$ cat config.mk
export PLATFORM = sky130hd
export DESIGN_NAME = key_membership_table
export DESIGN_NICKNAME = d
export VERILOG_FILES = /design/src/rtl/kmt_pkg.sv /design/src/rtl/kmt_ram.sv /design/src/rtl/key_membership_table.sv
export SDC_FILE = /design/constraint.sdc
export NUM_CORES = 2
export LEC_CHECK = 0
export BUFFER_PORTS_ARGS = -buffer_cell sky130_fd_sc_hd__clkbuf_2
export CORE_UTILIZATION = 50
export CTS_CLUSTER_SIZE = 28
export DETAILED_ROUTE_END_ITERATION = 10
export PLACE_DENSITY = 0.66
export SETUP_SLACK_MARGIN = 0.2
export SLEW_MARGIN = 0
export SYNTH_ARGS = -nofsm -noshare
export SYNTH_HDL_FRONTEND = slang
export SYNTH_SLANG_ARGS = --single-unit
$ cat constraint.sdc
create_clock -name clk -period 8.7 [get_ports clk]
set_input_delay 0.435 -clock clk [delete_from_list [all_inputs] [get_ports clk]]
set_output_delay 0.435 -clock clk [all_outputs]
set_load 0.01 [all_outputs]
$ cat src/rtl/kmt_pkg.sv
// Shared constants and operation codes for the key membership table.
package kmt_pkg;

  localparam int ENTRIES  = 32;
  localparam int KEY_BITS = 64;

  localparam int IDX_W   = (ENTRIES > 1) ? $clog2(ENTRIES) : 1;
  localparam int COUNT_W = $clog2(ENTRIES + 1);

  localparam int IN_KEY_W      = 64;
  localparam int OUT_COUNT_W   = 6;

  typedef enum logic [1:0] {
    OP_LOOKUP = 2'd0,
    OP_ADD    = 2'd1,
    OP_REMOVE = 2'd2,
    OP_CLEAR  = 2'd3
  } op_t;

endpackage

$ cat src/rtl/kmt_ram.sv
// Generic single-write, single-read RAM with registered read data.
module kmt_ram #(
  parameter int WIDTH = 8,
  parameter int DEPTH = 16
) (
  input  logic                                     clk,
  input  logic                                     we,
  input  logic [((DEPTH > 1) ? $clog2(DEPTH) : 1)-1:0] waddr,
  input  logic [WIDTH-1:0]                         wdata,
  input  logic [((DEPTH > 1) ? $clog2(DEPTH) : 1)-1:0] raddr,
  output logic [WIDTH-1:0]                         rdata
);

  logic [WIDTH-1:0] mem [DEPTH];

  always_ff @(posedge clk) begin
    if (we) begin
      mem[waddr] <= wdata;
    end
    rdata <= mem[raddr];
  end

endmodule

$ cat src/rtl/key_membership_table.sv
// Key membership table: sequencer that scans a key RAM with one shared comparator.
//
// Usage:
//   Input channel (in_valid/in_ready, in_op, in_key) takes one operation:
//   lookup, add, remove or clear. Result channel (out_valid/out_ready,
//   out_ok, out_entry_count) returns exactly one result per transaction.
//   The block handles one transaction at a time; in_ready is low while it
//   works. Lookup, add and remove walk the stored entries through the RAM
//   read port, one entry per cycle, with the comparator working on each
//   entry in the cycle after its read is issued. A hit ends the scan early,
//   and a remove that does not hit the last entry moves the last entry
//   into the freed slot. Clear skips the scan. The next transaction is
//   accepted once the result is loaded into the output register.
//   Reset (rst_n low, synchronous) empties the table; RAM contents are not
//   cleared and are never compared until rewritten.
//   A new transaction is accepted while the previous result still waits
//   in the output register; if the receiver stalls, the next result waits
//   in the sequencer until the output register frees up.
module key_membership_table
  import kmt_pkg::*;
(
  input  logic                   clk,
  input  logic                   rst_n,
  input  logic                   in_valid,
  output logic                   in_ready,
  input  logic [1:0]             in_op,
  input  logic [IN_KEY_W-1:0]    in_key,
  output logic                   out_valid,
  input  logic                   out_ready,
  output logic                   out_ok,
  output logic [OUT_COUNT_W-1:0] out_entry_count
);

  typedef enum logic [2:0] {
    ST_IDLE,
    ST_SCAN,
    ST_RESOLVE,
    ST_MOVE_RD,
    ST_MOVE_WR,
    ST_DONE
  } state_t;

  state_t               state_r, state_nxt;
  logic [1:0]           op_r, op_nxt;
  logic [KEY_BITS-1:0]  key_r, key_nxt;
  logic [COUNT_W-1:0]   count_r, count_nxt;
  logic [COUNT_W-1:0]   idx_r, idx_nxt;
  logic                 pend_r, pend_nxt;
  logic [IDX_W-1:0]     pidx_r, pidx_nxt;
  logic                 found_r, found_nxt;
  logic [IDX_W-1:0]     slot_r, slot_nxt;
  logic                 ok_r, ok_nxt;
  logic                 out_valid_r, out_valid_nxt;
  logic                 out_ok_r, out_ok_nxt;
  logic [OUT_COUNT_W-1:0] out_count_r, out_count_nxt;

  logic                 ram_we;
  logic [IDX_W-1:0]     ram_waddr;
  logic [KEY_BITS-1:0]  ram_wdata;
  logic [IDX_W-1:0]     ram_raddr;
  logic [KEY_BITS-1:0]  ram_rdata;
  logic                 hit;
  logic [COUNT_W-1:0]   last;

  kmt_ram #(
    .WIDTH (KEY_BITS),
    .DEPTH (ENTRIES)
  ) u_key_ram (
    .clk   (clk),
    .we    (ram_we),
    .waddr (ram_waddr),
    .wdata (ram_wdata),
    .raddr (ram_raddr),
    .rdata (ram_rdata)
  );

  assign in_ready        = (state_r == ST_IDLE);
  assign out_valid       = out_valid_r;
  assign out_ok          = out_ok_r;
  assign out_entry_count = out_count_r;

  assign hit  = pend_r && (ram_rdata == key_r);
  assign last = count_r - COUNT_W'(1);

  always_comb begin
    state_nxt     = state_r;
    op_nxt        = op_r;
    key_nxt       = key_r;
    count_nxt     = count_r;
    idx_nxt       = idx_r;
    pend_nxt      = 1'b0;
    pidx_nxt      = pidx_r;
    found_nxt     = found_r;
    slot_nxt      = slot_r;
    ok_nxt        = ok_r;
    out_valid_nxt = out_valid_r;
    out_ok_nxt    = out_ok_r;
    out_count_nxt = out_count_r;
    ram_we        = 1'b0;
    ram_waddr     = slot_r;
    ram_wdata     = key_r;
    ram_raddr     = idx_r[IDX_W-1:0];

    if (out_valid_r && out_ready) begin
      out_valid_nxt = 1'b0;
    end

    unique case (state_r)
      ST_IDLE: begin
        if (in_valid) begin
          op_nxt    = in_op;
          key_nxt   = in_key[KEY_BITS-1:0];
          idx_nxt   = '0;
          found_nxt = 1'b0;
          if (in_op == OP_CLEAR) begin
            count_nxt = '0;
            ok_nxt    = 1'b1;
            state_nxt = ST_DONE;
          end else begin
            state_nxt = ST_SCAN;
          end
        end
      end
      ST_SCAN: begin
        // read of entry idx is issued here, its compare lands next cycle
        if (hit) begin
          found_nxt = 1'b1;
          slot_nxt  = pidx_r;
          state_nxt = ST_RESOLVE;
        end else if (idx_r < count_r) begin
          ram_raddr = idx_r[IDX_W-1:0];
          pend_nxt  = 1'b1;
          pidx_nxt  = idx_r[IDX_W-1:0];
          idx_nxt   = idx_r + COUNT_W'(1);
        end else if (!pend_r) begin
          state_nxt = ST_RESOLVE;
        end
      end
      ST_RESOLVE: begin
        ok_nxt    = 1'b0;
        state_nxt = ST_DONE;
        case (op_r)
          OP_LOOKUP: ok_nxt = found_r;
          OP_ADD: begin
            if (!found_r && (count_r < COUNT_W'(ENTRIES))) begin
              ram_we    = 1'b1;
              ram_waddr = count_r[IDX_W-1:0];
              count_nxt = count_r + COUNT_W'(1);
              ok_nxt    = 1'b1;
            end
          end
          OP_REMOVE: begin
            if (found_r) begin
              ok_nxt = 1'b1;
              if (COUNT_W'(slot_r) != last) begin
                state_nxt = ST_MOVE_RD;
              end else begin
                count_nxt = last;
              end
            end
          end
          default: ok_nxt = 1'b0;
        endcase
      end
      ST_MOVE_RD: begin
        ram_raddr = last[IDX_W-1:0];
        state_nxt = ST_MOVE_WR;
      end
      ST_MOVE_WR: begin
        ram_we    = 1'b1;
        ram_waddr = slot_r;
        ram_wdata = ram_rdata;
        count_nxt = last;
        state_nxt = ST_DONE;
      end
      ST_DONE: begin
        if (!out_valid_r || out_ready) begin
          out_valid_nxt = 1'b1;
          out_ok_nxt    = ok_r;
          out_count_nxt = OUT_COUNT_W'(count_r);
          state_nxt     = ST_IDLE;
        end
      end
      default: state_nxt = ST_IDLE;
    endcase
  end

  always_ff @(posedge clk) begin
    if (!rst_n) begin
      state_r     <= ST_IDLE;
      count_r     <= '0;
      pend_r      <= 1'b0;
      out_valid_r <= 1'b0;
    end else begin
      state_r     <= state_nxt;
      count_r     <= count_nxt;
      pend_r      <= pend_nxt;
      out_valid_r <= out_valid_nxt;
    end
    op_r        <= op_nxt;
    key_r       <= key_nxt;
    idx_r       <= idx_nxt;
    pidx_r      <= pidx_nxt;
    found_r     <= found_nxt;
    slot_r      <= slot_nxt;
    ok_r        <= ok_nxt;
    out_ok_r    <= out_ok_nxt;
    out_count_r <= out_count_nxt;
  end

endmodule

# Yosys cells after proc, flatten, opt, wreduce, memory -nomap -nowiden
# Memory sizes are Yosys's and may differ from the RTL's. A register that Yosys moved wholly into a read port is not among the register bits.
# Index checks and enable logic that the tools add are counted.
[classes]
addsub = 3
mul = 0
magnitude_cmp = 2
muxes = 43
div = 0
shifts = 0
bitwise = 3
n_eq_ne = 22
n_reduce_logical = 21
[op_table]
columns = ["cell", "count"]
rows = [
  ["== test 64 bit", 1],
  ["two-way mux 64 bit", 1],
  ["two-way mux 6 bit", 8],
  ["two-way mux 3 bit", 9],
  ["case mux 6 bit (2 select lines)", 2],
  ["two-way mux 5 bit", 4],
  ["case mux 3 bit (6 select lines)", 1],
  ["case mux 6 bit (3 select lines)", 1],
  ["!= test 3 bit (second input constant)", 5],
  ["two-way mux 1 bit", 13],
  ["adder 6 x 1 -> 6 bit (second input constant)", 2],
  ["!= test 2 bit (second input constant)", 5],
  ["AND reduction 3 bit", 3],
  ["AND reduction 4 bit", 2],
  ["AND reduction 7 bit", 1],
  ["== test 3 x 2 -> 1 bit (second input constant)", 2],
  ["== test 3 bit (second input constant)", 2],
  ["< comparator 6 bit", 1],
  ["< comparator 6 bit (second input constant)", 1],
  ["!= test 5 x 6 -> 1 bit", 1],
  ["case mux 1 bit (2 select lines)", 3],
  ["AND reduction 2 bit", 3],
  ["subtractor 6 x 1 -> 6 bit (second input constant)", 1],
  ["== test 2 bit (second input constant)", 2],
  ["other kinds (14)", 20],
]
[word_totals]
ff_bits = 102
out_inout_bits = 9
latchBits = 0
input_bits = 70
romBits = 0
n_memories = 1
wordCells = 108
ramBits = 2048
[memory_table]
columns = ["name", "words", "word_bits", "rd", "rd_ports_with_merged_regs", "wr", "line_no", "rtl"]
rows = [
  ["u_key_ram.mem", 32, 64, 1, 1, 1, "kmt_ram.sv:14", "logic [WIDTH-1:0] mem [DEPTH];"],
]

# Logic depth before layout (Yosys ltp)
[depth]
word_depth = 7
depth_mapped = 13
ltp_nobuf = 8

# Cells and area by module
# From an unflattened synthesis, not the netlist that was laid out.
[unflattened]
hier_cells = 3693
hier_area_um2 = 84680.0
[by_module_without_submodules]
columns = ["mod", "cells_each", "instances", "seq_area_each_um2", "area_each_um2"]
rows = [
  ["kmt_ram", 3096, 1, 62780.2, 78964.5],
  ["key_membership_table", 597, 1, 2952.8, 5715.5],
]

# Worst setup path before layout
# Ideal clock, no wire load.
[synth_path]
path_kind = "register to register"
startpoint = "register state_r[0]"
endpoint = "memory u_key_ram.mem[19][0] in the netlist's numbering (enable)"
setup_ns = 0.487
path_buffers = 2
synth_period_minus_slack_ns = 4.859
path_stages_with_launch = 9
required_ns = 8.213
arrival_ns = 4.372
slack_ns = 3.841
cell_sequence = "dfxtp_1 -> buf_2 -> nor3b_1 -> nand2_1 -> clkbuf_1 -> o21ai_0 -> o21ai_0 -> or2_2 -> nor2_1"
[synth_via]
elab_chain_cells = 4
elab_cells_between_ends = 6
cone_classes = "2 x eq/ne; 4 x mux"
[synth_rtl]
columns = ["item", "line_no", "rtl"]
rows = [
  ["from (decl)", "key_membership_table.sv:43", "state_t state_r, state_nxt;"],
  ["from (signal assigned)", "key_membership_table.sv:195", "state_r <= state_nxt;"],
  ["== test 3 bit / == test 3 x 2 -> 1 bit (equally long branches)", "key_membership_table.sv:108", "unique case (state_r)"],
  ["case mux 1 bit (2 select lines)", "key_membership_table.sv:108", ""],
  ["two-way mux 1 bit", "kmt_ram.sv:17", "if (we) begin"],
  ["two-way mux 1 bit (not written as such)", "kmt_ram.sv:18", "mem[waddr] <= wdata;"],
  ["to (decl)", "kmt_ram.sv:14", ""],
]
# Parallel ways exist; a longest one is shown, timed or not.

# Final worst setup path
[layout_path]
startpoint = "register state_r[2]"
endpoint = "memory u_key_ram.mem[2][21] in the netlist's numbering (enable)"
# The elaborated chain is that of the path after synthesis.

==> flow_summary.json <==
{
  "grtUsageTotal": 0.267,
  "cts_tree": "done",
  "ant_nets": 0,
  "grt_first_pass_wirelength_um": 391000,
  "muxShareOfSynthArea": 0.154,
  "cp_data_required_time_ps": 9160,
  "drive_above_1_share": 0.0856,
  "hp-start": "in_key[31]",
  "max_freq_mhz": 198,
  "drt_first_pass_iters": 6,
  "finalNetCount": 6736,
  "dp_slack_ps": 3730,
  "tightest_slew_ps": 1260,
  "core.rowCount": 162,
  "fin_crit_ps": 5050,
  "yosysSeqAreaShare": 0.668,
  "synth-main-ff-cell": "edfxtp_1",
  "startpoint_type": "flop",
  "clockBufferDepth": 3,
  "arrival_ps": 5510,
  "wirelength_um": 270000,
  "endpoint_kind": "flop",
  "wire_per_inst_um": 28.4,
  "place_area_mm2": 0.101,
  "syn_area_mm2": 0.0983,
  "worstReg2RegStart": "state_r[2]",
  "hold_viol_final": 0,
  "cp-startpoint": "state_r[2]",
  "synth_fa_ha_area_frac": 0.00102,
  "fin_worst_skew_ps": 41.2,
  "synth-seq-cells": 2214,
  "insertion_delay_ps": 870,
  "dieArea_mm2": 0.198,
  "synth_compound_area_frac": 0.0932,
  "antenna_found_initial": 1,
  "syn_inst": 6678,
  "dp_hpwl_um": 139000,
  "cp_max_fo": 41,
  "vias": 59800,
  "design_area_mm2": 0.109,
  "areaGrowthSynthToFinish_pct": 10.9,
  "synth.avg_cell_area_um2": 14.7,
  "synth_top_family_by_area": "multiplexers",
  "final_max_slew_viol_count": 0,
  "grt_max_degree": 158,
  "status": "complete, no violations",
  "yosys.area_share.simple": 0.0509,
  "core_mm2": 0.195,
  "power_density_mw_per_mm2": 277,
  "cts_root_buffer": "clkbuf_16",
  "drc": 0,
  "synth.distinct_cells": 76,
  "port_buffers": 78,
  "viasPerCell": 6.30,
  "synth_xor_area_frac": 0.00719,
  "async_reset_ff_frac": 0,
  "die_h_um": 445,
  "pin_count": 79,
  "yosysWarnings": 0,
  "fin_cells": 9485,
  "place_congestion": 0.844,
  "dieWidth_um": 445,
  "post-cts-setup-buffers": 0,
  "ctsHtreeMaxLevel": 4,
  "min_period_over_period": 0.580,
  "relSlewSlack": 0.158,
  "synth_fp_nets": 6756,
  "drt_iter0_markers": 6292,
  "grt_overflow": 0,
  "dp.cells": 8985,
  "numCtsBuffers": 225,
  "cap_violations": 0,
  "fillers": 15200,
  "crit_type": "flop to flop",
  "hold_class": "input port to flop",
  "rsz0062_at_grt": "no",
  "fin_tns_setup_ps": 0,
  "start_util": 0.504,
  "finalSetupViolations": 0,
  "finalWorstSetupSlack_ps": 3650,
  "path_clk_slew_ps": 60,
  "synth-edff-count": 2139,
  "ir_drop_mv": 0.229,
  "grt_pass1_vias": 59000,
  "numClockSinks": 2214,
  "power.leakage_nw": 36.5
}
layer usage:
| layer | routed length (um) | GRT usage | vias up |
|---|---|---|---|
| li1 | - | - | 26200 |
| met1 | 109000 | 0.352 | 30500 |
| met2 | 130000 | 0.442 | 2531 |
| met3 | 19000 | 0.0365 | 535 |
| met4 | 11700 | 0.115 | 0 |
| met5 | 0 | 0 | - |
metrics by stage:
| step | hold WS [ps] | utilization | total power, W |
|---|---|---|---|
| 2_1_floorplan | 400 | - | 0.0184 |
| 3_3_place_gp | 404 | 0.518 | 0.0207 |
| 3_5_place_dp | 411 | 0.518 | 0.0208 |
| 4_1_cts | 231 | 0.559 | 0.0302 |
| 5_1_grt | 255 | 0.559 | 0.0312 |
| 6_report | 293 | 0.559 | 0.0302 |
sequential cells by signal, summed over array words and instances (netlist names):
| name | flops |
|---|---|
| count_r | 6 |
| found_r | 1 |
| ok_r | 1 |
| key_r | 64 |
| u_key_ram.rdata | 64 |
| pidx_r | 5 |
| slot_r | 5 |
| u_key_ram.mem | 2048 |
| out_valid | 1 |
| idx_r | 6 |
| pend_r | 1 |
| out_ok | 1 |
| state_r | 3 |
| out_entry_count | 6 |
| op_r | 2 |
cell usage after synthesis (10+ instances only):
master,number,share of area
xor2_1,69,0.0061
nor2_1,55,0.0021
nand3_1,13,0.00066
and2_1,10,0.00064
nor2b_1,255,0.016
buf_2,212,0.011
mux2i_1,1511,0.15
buf_4,51,0.0039
dfxtp_1,75,0.015
nor4_1,19,0.0012
nand2_1,587,0.022
o22ai_1,123,0.0078
a21oi_1,262,0.013
edfxtp_1,2139,0.65
clkbuf_1,217,0.0083
a211oi_1,518,0.040
nand2b_1,10,0.00064
o221ai_1,67,0.0060
o211ai_1,131,0.010
buf_1,27,0.0010
o32a_1,63,0.0064
a22oi_1,66,0.0050
inv_1,12,0.00046
and3_1,62,0.0039
final timing paths:
| kind | to | slack (ps) | cells after the start |
|---|---|---|---|
| setup reg to reg | u_key_ram.mem[2][21] | 3650 | 8 |
| hold reg to reg | slot_r[2] | 420 | 0 |
| setup / recovery | u_key_ram.mem[2][21] | 3650 | 8 |
| hold / removal | key_r[31] | 290 | 2 |
cell usage in the layout, fill, tap and decap left out, types with 9 or more instances in the layout:
master         count
a211oi_1         518
a21oi_1          262
a22oi_1           66
and2_1             9
and3_1            62
buf_12            26
buf_4             88
bufinv_16         14
clkbuf_1          62
clkbuf_16        227
clkbuf_2          78
clkbuf_8           9
clkinv_1          48
clkinv_2          46
dfxtp_1           75
dlygate4sd3_1     70
edfxtp_1        2139
inv_1             12
mux2i_1         1510
nand2_1          587
nand2b_1           9
nand3_1           12
nor2_1            22
nor2_4            34
nor2b_1          255
nor3_1             9
nor4_1            17
o211ai_1         131
o221ai_1          67
o22ai_1          123
o32a_1            63
xor2_1            69
power by group:
part	switching, W	internal [W]
clock	0.00412	0.00531
combinational	0.00508	0.00254
sequential	0.000326	0.0128
total	0.00952	0.0207
layout make-up:
type                            instances  area (um2)  share of cell area
Timing Repair Buffer                  262        2270              0.0208
Sequential cell                      2214       65700               0.602
Tap cell                             2624        3280              0.0301
Antenna cell                            2        5.00           0.0000459
Clock inverter                        130        1170              0.0107
Multi-Input combinational cell       3941       30500               0.280
Inverter                               14        52.6            0.000482
Clock buffer                          298        6040              0.0553
cells by family (layout without fill, tap and decap cells):
family,count (synthesis),in the layout
buffers and inverters,523,704
xor gates and xnor gates,76,76
AOI/OAI and AO/OA,1287,1287
and+or+nand+nor,1054,1054
other,0,2
adders and majority gates,8,8
muxes,1516,1516
DFF,2214,2214
repair_timing:
item	in CTS	in global routing
hold endpoints to repair	74	0
gates resized for setup	0	0
endpoints found under the setup margin	0	0
hold buffers	70	0
critical path, cell delays in order (launching register included):
cell	delay, ps
dfxtp_1	630
nand2b_1	230
nor2_4	120
buf_4	500
buf_4	560
nand2_1	100
o32a_1	490
nor2_4	1040
buf_4	870
(Power assumes the default switching activity.)
